## src/rtl/bpr_pkg.sv

```systemverilog
package bpr_pkg;

  localparam int unsigned MAX_CHANNEL_BITS_DEF = 16;

  localparam int unsigned MASK_W  = 32;
  localparam int unsigned SHIFT_W = 5;
  localparam int unsigned WIDTH_W = 6;
  localparam int unsigned COMP_W  = 8;
  localparam int unsigned CFG_IDX_W = 2;
  localparam int unsigned PIXB_W  = 3;

  // scaling datapath for fields narrower than a byte
  localparam int unsigned NARROW_W   = 7;   // widest narrow field
  localparam int unsigned LOWW_W     = 3;   // width code of a narrow field
  localparam int unsigned X_W        = 15;  // v*255 + max/2
  localparam int unsigned RECIP_W    = 17;
  localparam int unsigned RECIP_FRAC = 16;
  localparam int unsigned PROD_W     = 24;

  // pipeline stages
  localparam int unsigned NUM_STAGES  = 5;
  localparam int unsigned STG_LAYOUT  = 0;
  localparam int unsigned STG_EXTRACT = 1;
  localparam int unsigned STG_PREP    = 2;
  localparam int unsigned STG_MUL     = 3;
  localparam int unsigned STG_OUT     = 4;

  // register indexes
  localparam logic [CFG_IDX_W-1:0] CFG_MASK_RED    = 2'd0;
  localparam logic [CFG_IDX_W-1:0] CFG_MASK_GREEN  = 2'd1;
  localparam logic [CFG_IDX_W-1:0] CFG_MASK_BLUE   = 2'd2;
  localparam logic [CFG_IDX_W-1:0] CFG_PIXEL_BYTES = 2'd3;

  localparam logic [MASK_W-1:0] MASK_RED_RST   = 32'h00ff_0000;
  localparam logic [MASK_W-1:0] MASK_GREEN_RST = 32'h0000_ff00;
  localparam logic [MASK_W-1:0] MASK_BLUE_RST  = 32'h0000_00ff;
  localparam logic [PIXB_W-1:0] PIXB_RST       = 3'd3;
  localparam logic [PIXB_W-1:0] PIXB_FOUR      = 3'd4;

  typedef struct packed {
    logic [SHIFT_W-1:0] shift;
    logic [WIDTH_W-1:0] width;
    logic               contig;  // nonzero and one run of ones
  } mask_info_t;

  typedef struct packed {
    logic [NUM_STAGES-1:0] load;
  } pipe_ctl_t;

  // floor(2^16 / (2^w - 1)); one correction step after the multiply gives the exact quotient
  function automatic logic [RECIP_W-1:0] recip_of(input logic [LOWW_W-1:0] w);
    logic [RECIP_W-1:0] r;
    unique case (w)
      3'd1:    r = 17'd65536;
      3'd2:    r = 17'd21845;
      3'd3:    r = 17'd9362;
      3'd4:    r = 17'd4369;
      3'd5:    r = 17'd2114;
      3'd6:    r = 17'd1040;
      3'd7:    r = 17'd516;
      default: r = '0;
    endcase
    return r;
  endfunction

  function automatic logic [NARROW_W-1:0] field_max(input logic [LOWW_W-1:0] w);
    logic [NARROW_W:0] one_up;
    one_up = (NARROW_W+1)'(1) << w;
    return NARROW_W'(one_up - (NARROW_W+1)'(1));
  endfunction

endpackage

```

## src/rtl/bpr_mask_info.sv

```systemverilog
module bpr_mask_info (
  input  logic [bpr_pkg::MASK_W-1:0] mask_i,
  output bpr_pkg::mask_info_t        info_o
);
  import bpr_pkg::*;

  localparam int unsigned NIBS = MASK_W / 4;

  logic [MASK_W-1:0]  lowbit;
  logic [MASK_W-1:0]  upper;
  logic [SHIFT_W-1:0] shift;
  logic [WIDTH_W-1:0] width;
  logic [2:0]         nib_cnt [NIBS];

  always_comb begin
    lowbit = mask_i & (~mask_i + MASK_W'(1));
    upper  = mask_i + lowbit;

    shift = '0;
    for (int i = 0; i < MASK_W; i++) begin
      if (lowbit[i]) shift = shift | SHIFT_W'(i);
    end

    for (int k = 0; k < NIBS; k++) begin
      nib_cnt[k] = 3'(mask_i[4*k]) + 3'(mask_i[4*k+1]) +
                   3'(mask_i[4*k+2]) + 3'(mask_i[4*k+3]);
    end
    width = '0;
    for (int k = 0; k < NIBS; k++) begin
      width = width + WIDTH_W'(nib_cnt[k]);
    end

    info_o.shift  = shift;
    info_o.width  = width;
    // adding the lowest set bit clears a single run completely
    info_o.contig = (mask_i != '0) && ((upper & mask_i) == '0);
  end

endmodule

```

## src/rtl/bpr_chan.sv

```systemverilog
module bpr_chan #(
  parameter int unsigned MAX_CHANNEL_BITS = bpr_pkg::MAX_CHANNEL_BITS_DEF
) (
  input  logic                       clk,
  input  bpr_pkg::pipe_ctl_t         ctl,
  input  logic [bpr_pkg::MASK_W-1:0] word_i,
  input  logic [bpr_pkg::MASK_W-1:0] mask_i,
  input  bpr_pkg::mask_info_t        info_i,
  output logic [bpr_pkg::COMP_W-1:0] comp_o
);
  import bpr_pkg::*;

  // extract
  logic [MASK_W-1:0]           field;
  logic [MAX_CHANNEL_BITS-1:0] v_r;
  logic [WIDTH_W-1:0]          wd_r;

  // prep: truncate wide fields, form v*255 + max/2 for narrow ones
  logic                 byp_nxt, byp2_r, byp3_r;
  logic [COMP_W-1:0]    res_nxt, res2_r, res3_r;
  logic [X_W-1:0]       x_nxt, x2_r, x3_r;
  logic [LOWW_W-1:0]    wlo2_r, wlo3_r;
  logic [NARROW_W-1:0]  top2;
  logic [MAX_CHANNEL_BITS-1:0] v_shr;

  // multiply by reciprocal
  logic [X_W+RECIP_W-1:0] prod_full;
  logic [PROD_W-1:0]    p_r;

  // correct and select
  logic [COMP_W-1:0]    q0;
  logic [X_W-1:0]       qtop;
  logic [X_W-1:0]       rem;
  logic [NARROW_W-1:0]  top3;
  logic [COMP_W-1:0]    comp_nxt, comp_r;

  assign field = (word_i & mask_i) >> info_i.shift;

  always_ff @(posedge clk) begin
    if (ctl.load[STG_EXTRACT]) begin
      v_r  <= field[MAX_CHANNEL_BITS-1:0];
      wd_r <= info_i.width;
    end
  end

  always_comb begin
    top2    = field_max(wd_r[LOWW_W-1:0]);
    v_shr   = v_r >> (wd_r - WIDTH_W'(COMP_W));
    byp_nxt = (wd_r >= WIDTH_W'(COMP_W));
    res_nxt = v_shr[COMP_W-1:0];
    x_nxt   = X_W'({v_r[NARROW_W-1:0], 8'h00}) - X_W'(v_r[NARROW_W-1:0])
            + X_W'(top2 >> 1);
  end

  always_ff @(posedge clk) begin
    if (ctl.load[STG_PREP]) begin
      byp2_r <= byp_nxt;
      res2_r <= res_nxt;
      x2_r   <= x_nxt;
      wlo2_r <= wd_r[LOWW_W-1:0];
    end
  end

  assign prod_full = (X_W+RECIP_W)'(x2_r) * (X_W+RECIP_W)'(recip_of(wlo2_r));

  always_ff @(posedge clk) begin
    if (ctl.load[STG_MUL]) begin
      p_r    <= prod_full[PROD_W-1:0];
      byp3_r <= byp2_r;
      res3_r <= res2_r;
      x3_r   <= x2_r;
      wlo3_r <= wlo2_r;
    end
  end

  always_comb begin
    q0   = p_r[PROD_W-1:RECIP_FRAC];
    top3 = field_max(wlo3_r);
    qtop = (X_W'(q0) << wlo3_r) - X_W'(q0);
    rem  = x3_r - qtop;
    if (byp3_r) begin
      comp_nxt = res3_r;
    end else if (rem >= X_W'(top3)) begin
      comp_nxt = q0 + COMP_W'(1);
    end else begin
      comp_nxt = q0;
    end
  end

  always_ff @(posedge clk) begin
    if (ctl.load[STG_OUT]) begin
      comp_r <= comp_nxt;
    end
  end

  assign comp_o = comp_r;

endmodule

```

## src/rtl/bpr_pipe_ctl.sv

```systemverilog
module bpr_pipe_ctl (
  input  logic               clk,
  input  logic               rst_n,
  input  logic               in_valid,
  input  logic               out_ready,
  output bpr_pkg::pipe_ctl_t ctl,
  output logic               out_valid
);
  import bpr_pkg::*;

  logic [NUM_STAGES-1:0] vld_r, vld_nxt;

  // a stage loads when it is empty or its content moves on
  always_comb begin
    ctl.load[NUM_STAGES-1] = !vld_r[NUM_STAGES-1] || out_ready;
    for (int i = NUM_STAGES - 2; i >= 0; i--) begin
      ctl.load[i] = !vld_r[i] || ctl.load[i+1];
    end
    vld_nxt[0] = ctl.load[0] ? in_valid : vld_r[0];
    for (int i = 1; i < NUM_STAGES; i++) begin
      vld_nxt[i] = ctl.load[i] ? vld_r[i-1] : vld_r[i];
    end
  end

  always_ff @(posedge clk) begin
    if (!rst_n) begin
      vld_r <= '0;
    end else begin
      vld_r <= vld_nxt;
    end
  end

  assign out_valid = vld_r[NUM_STAGES-1];

endmodule

```

## src/rtl/bitfield_pixel_to_rgb888.sv

```systemverilog
// Unpacks one bitfield-coded pixel word per clock into 8-bit red, green and
// blue. Each channel is located by its configured mask; 8-bit fields pass
// through, wider fields keep their top 8 bits and narrower fields are scaled
// to full range with rounding. Pixels pass through the mask layout, field
// extract, prep, reciprocal multiply and correct/output pipeline stages;
// one pixel is taken every clock while the output side keeps up, and
// in_tready falls only when the output register is full and stalled. When
// any mask is zero, not a single run, wider than MAX_CHANNEL_BITS, overlaps
// another, or reaches above bit 23 with pixel_bytes other than 4,
// out_tuser (mask_error) is set and the components read zero. Write
// registers only while no pixel is in flight.
module bitfield_pixel_to_rgb888 #(
  parameter int unsigned MAX_CHANNEL_BITS = bpr_pkg::MAX_CHANNEL_BITS_DEF
) (
  input  logic                          clk,
  input  logic                          rst_n,
  // in_tdata: pixel_word[31:0]
  input  logic                          in_tvalid,
  output logic                          in_tready,
  input  logic [31:0]                   in_tdata,
  // out_tdata: red[7:0], green[15:8], blue[23:16]
  output logic                          out_tvalid,
  input  logic                          out_tready,
  output logic [23:0]                   out_tdata,
  // out_tuser: mask_error[0]
  output logic                          out_tuser,
  input  logic                          cfg_valid,
  output logic                          cfg_ready,
  input  logic [bpr_pkg::CFG_IDX_W-1:0] cfg_index,
  input  logic [31:0]                   cfg_data
);
  import bpr_pkg::*;

  localparam int unsigned NCH = 3;

  logic [MASK_W-1:0] mask_r [NCH];
  logic [PIXB_W-1:0] pixb_r;

  pipe_ctl_t  ctl;
  mask_info_t info [NCH];
  mask_info_t info_r [NCH];
  logic [MASK_W-1:0] word_nxt, word_r;
  logic       four;
  logic       hi_bad, overlap, chan_bad;
  logic       err_nxt;
  logic [NUM_STAGES-1:0] err_r;
  logic [COMP_W-1:0] comp [NCH];

  assign cfg_ready = 1'b1;

  always_ff @(posedge clk) begin
    if (!rst_n) begin
      mask_r[0] <= MASK_RED_RST;
      mask_r[1] <= MASK_GREEN_RST;
      mask_r[2] <= MASK_BLUE_RST;
      pixb_r    <= PIXB_RST;
    end else if (cfg_valid) begin
      unique case (cfg_index)
        CFG_MASK_RED:    mask_r[0] <= cfg_data;
        CFG_MASK_GREEN:  mask_r[1] <= cfg_data;
        CFG_MASK_BLUE:   mask_r[2] <= cfg_data;
        CFG_PIXEL_BYTES: pixb_r    <= cfg_data[PIXB_W-1:0];
        default: ;
      endcase
    end
  end

  for (genvar c = 0; c < NCH; c++) begin : g_info
    bpr_mask_info u_info (
      .mask_i (mask_r[c]),
      .info_o (info[c])
    );
  end

  always_comb begin
    four     = (pixb_r == PIXB_FOUR);
    word_nxt = four ? in_tdata : {8'h00, in_tdata[23:0]};
    hi_bad   = !four && ((mask_r[0] | mask_r[1] | mask_r[2]) >> 24) != '0;
    overlap  = ((mask_r[0] & mask_r[1]) | (mask_r[0] & mask_r[2]) |
                (mask_r[1] & mask_r[2])) != '0;
    chan_bad = 1'b0;
    for (int c = 0; c < NCH; c++) begin
      if (!info[c].contig || 32'(info[c].width) > MAX_CHANNEL_BITS) chan_bad = 1'b1;
    end
    err_nxt = hi_bad || overlap || chan_bad;
  end

  always_ff @(posedge clk) begin
    if (ctl.load[STG_LAYOUT]) begin
      word_r   <= word_nxt;
      info_r   <= info;
      err_r[0] <= err_nxt;
    end
    for (int i = 1; i < NUM_STAGES; i++) begin
      if (ctl.load[i]) err_r[i] <= err_r[i-1];
    end
  end

  bpr_pipe_ctl u_ctl (
    .clk       (clk),
    .rst_n     (rst_n),
    .in_valid  (in_tvalid),
    .out_ready (out_tready),
    .ctl       (ctl),
    .out_valid (out_tvalid)
  );

  assign in_tready = ctl.load[STG_LAYOUT];

  for (genvar c = 0; c < NCH; c++) begin : g_chan
    bpr_chan #(
      .MAX_CHANNEL_BITS (MAX_CHANNEL_BITS)
    ) u_chan (
      .clk    (clk),
      .ctl    (ctl),
      .word_i (word_r),
      .mask_i (mask_r[c]),
      .info_i (info_r[c]),
      .comp_o (comp[c])
    );
  end

  assign out_tuser = err_r[STG_OUT];
  assign out_tdata = err_r[STG_OUT] ? '0 : {comp[2], comp[1], comp[0]};

endmodule
```

## config.mk

```make
export PLATFORM = sky130hd
export DESIGN_NAME = bitfield_pixel_to_rgb888
export DESIGN_NICKNAME = d
export VERILOG_FILES = /design/src/rtl/bpr_pkg.sv /design/src/rtl/bpr_mask_info.sv /design/src/rtl/bpr_chan.sv /design/src/rtl/bpr_pipe_ctl.sv /design/src/rtl/bitfield_pixel_to_rgb888.sv
export SDC_FILE = /design/constraint.sdc
export NUM_CORES = 2
export LEC_CHECK = 0
export BUFFER_PORTS_ARGS = -buffer_cell sky130_fd_sc_hd__buf_2
export CELL_PAD_IN_SITES_DETAIL_PLACEMENT = 1
export CELL_PAD_IN_SITES_GLOBAL_PLACEMENT = 2
export CORE_ASPECT_RATIO = 1.2
export CORE_UTILIZATION = 42
export CTS_CLUSTER_DIAMETER = 80
export DETAILED_ROUTE_END_ITERATION = 10
export PLACE_DENSITY_LB_ADDON = 0.2
export SYNTH_ARGS = -nofsm -noshare
export SYNTH_HDL_FRONTEND = slang
export SYNTH_HIERARCHICAL = 1
export SYNTH_SLANG_ARGS = --single-unit
```

## constraint.sdc

```tcl
create_clock -name clk -period 7.26 [get_ports clk]
set_clock_uncertainty 0.05 [all_clocks]
set_input_delay 1.089 -clock clk [delete_from_list [all_inputs] [get_ports clk]]
set_output_delay 1.089 -clock clk [all_outputs]
set_load 0.03 [all_outputs]
```

==> flow_summary.toml <==
[detailed_routing]
avgRoutedWirePerCell_um = 25.7
viasPerCell = 5.89
num_vias = 46300
routed_wl_um = 202000
ant_nets = 0
drt_iter0_drc = 3264
drc = 0
dr.pass1.iters = 7

[critical_path]
cp.required_ps = 7580
crit_path_cell_trace = "clkinv_1 -> ha_1 -> fa_1 -> ha_1 -> ha_1 -> ha_1 -> fa_1 -> fa_1 -> inv_1 -> fa_1 -> inv_1 -> ha_1 -> ha_1 -> a21o_1 -> a21oi_1 -> o21bai_1 -> a21oi_1 -> xor2_1 -> nor4bb_1 -> nand4_1 -> nor4_1 -> nand3_1"
max_stage_delay_ps = 590
crit_fanout = 8
startpoint_type = "flip-flop"
worst-r2r-setup-slack_ps = 300
crit_path_frequent_cell = "ha_1"
cpMaxStageDelayCell = "nor4bb_1"
cp.arrival_ps = 7280
crit_family = "adder cells"
cp-end-kind = "flip-flop"
path_class = "reg -> reg"
crit_buf_inv = 3

[floorplan]
initial_utilization = 0.423
io_pins = 99
core_um2 = 130000
row_count = 145
die_w_um = 333
dieHeight_um = 399
dieArea_um2 = 133000

[cts]
cts_buffers = 54
clockBufferDepth = 3
cts_hold_buf = 0
cts_setup_buffers = 0
cts_sinks = 450
ctsHtreeMaxLevel = 2
root_buffer = "clkbuf_16"
cts_resized = 0
clock_latency_ps = 690
cts_tree = "built"
clkTransAtPathRegs_ps = 60

[placement]
hpwlAfterDp_um = 162000
gp_congestion = 0.970
port_buffers = 97

[synth]
syn_inst = 6095
netlist_area_um2 = 55100
synth_fp_nets = 7108
synth_warnings = 6
syn_avg_cell_area_um2 = 9.04

[timing]
fin_crit_sh = 0.959
period_needed_ps = 6960
hold_viol = 0
slew_headroom = 0.176
tightest_slew_ps = 1230
setup_tns_ps = 0
grt_setup_unrepaired = "false"
finalSetupViolCount = 0
max_freq_ghz = 0.144
finalMaxSlewViolations = 0

[finish]
layout_common_cells = "859 x inv_1, 544 x nand2_1, 486 x fa_1"
drive_above_1_share = 0.0872
final_nets = 7136
syn_to_final_growth_pct = 8.44
final_common_cell = "inv_1"

[global_routing]
gr-usage-all-layers = 0.304
antenna_found_initial = 5
overflow = 0
grt_max_degree = 71
grt_pass1_wl_um = 307000
grt_pass1_vias = 49300

[outcome]
status = "finished, final reports clean"

[hold_path]
min-delay-path-class = "reg -> reg"

[flow_run]
drv_cap = 0
==> cell type report <==
type	instances	area [um^2]
fillers	15000	70400
multi-input cells	4486	37200
flip-flops and latches	450	13400
inverters	867	3260
well taps	1690	2110
repair buffers	264	1750
clock buffers	66	1420
clock inverters	36	539
diodes	1	2.50
==> metal layers <==
layer,part of all wire,track usage
met4,0.043,0.117
met1,0.42,0.389
met5,0.00019,0
met3,0.053,0.0402
met2,0.48,0.522
==> stage by stage <==
stage | std cells | setup WS, ps | utilization | hold WS [ps] | cell area (um^2)
finish | 7860 | 300 | 0.459 | 361 | 59700
global route | 7859 | 10.7 | 0.459 | 368 | 59700
CTS | 7859 | 289 | 0.459 | 361 | 59700
detailed placement | 7757 | 285 | 0.444 | 355 | 57800
global placement | 7757 | 375 | 0.444 | 352 | 57800
floorplan | 6095 | 691 | - | 350 | 55100
==> sequential cells by signal (all words and copies together) (netlist names) <==
signal                cells
g_chan.u_chan/wlo2_r      9
g_chan.u_chan/byp3_r      3
word_r                   32
mask_r                   96
err_r                     5
u_ctl/vld_r               5
g_chan.u_chan/byp2_r      3
g_chan.u_chan/res3_r     24
info_r                   33
g_chan.u_chan/p_r        24
g_chan.u_chan/x3_r       45
g_chan.u_chan/v_r        48
g_chan.u_chan/x2_r       45
g_chan.u_chan/res2_r     24
g_chan.u_chan/wlo3_r      9
g_chan.u_chan/comp_o     24
g_chan.u_chan/wd_r       18
pixb_r                    3
==> path summary, 6_finish.rpt <==
check | depth (start not counted) | to | start
max | 22 | err_r[0]$_DFFE_PP_ | mask_r[0][20]$_SDFFCE_PP1P_
max reg2reg | 22 | err_r[0]$_DFFE_PP_ | mask_r[0][20]$_SDFFCE_PP1P_
min reg2reg | 0 | g_chan[1].u_chan/wd_r[5]$_DFFE_PP_ | info_r[18]$_DFFE_PP_
min | 0 | g_chan[1].u_chan/wd_r[5]$_DFFE_PP_ | info_r[18]$_DFFE_PP_
Power is left out: the tool's default activity adds up to more than one toggle a clock period on the data nets, which glitch-free logic cannot reach.
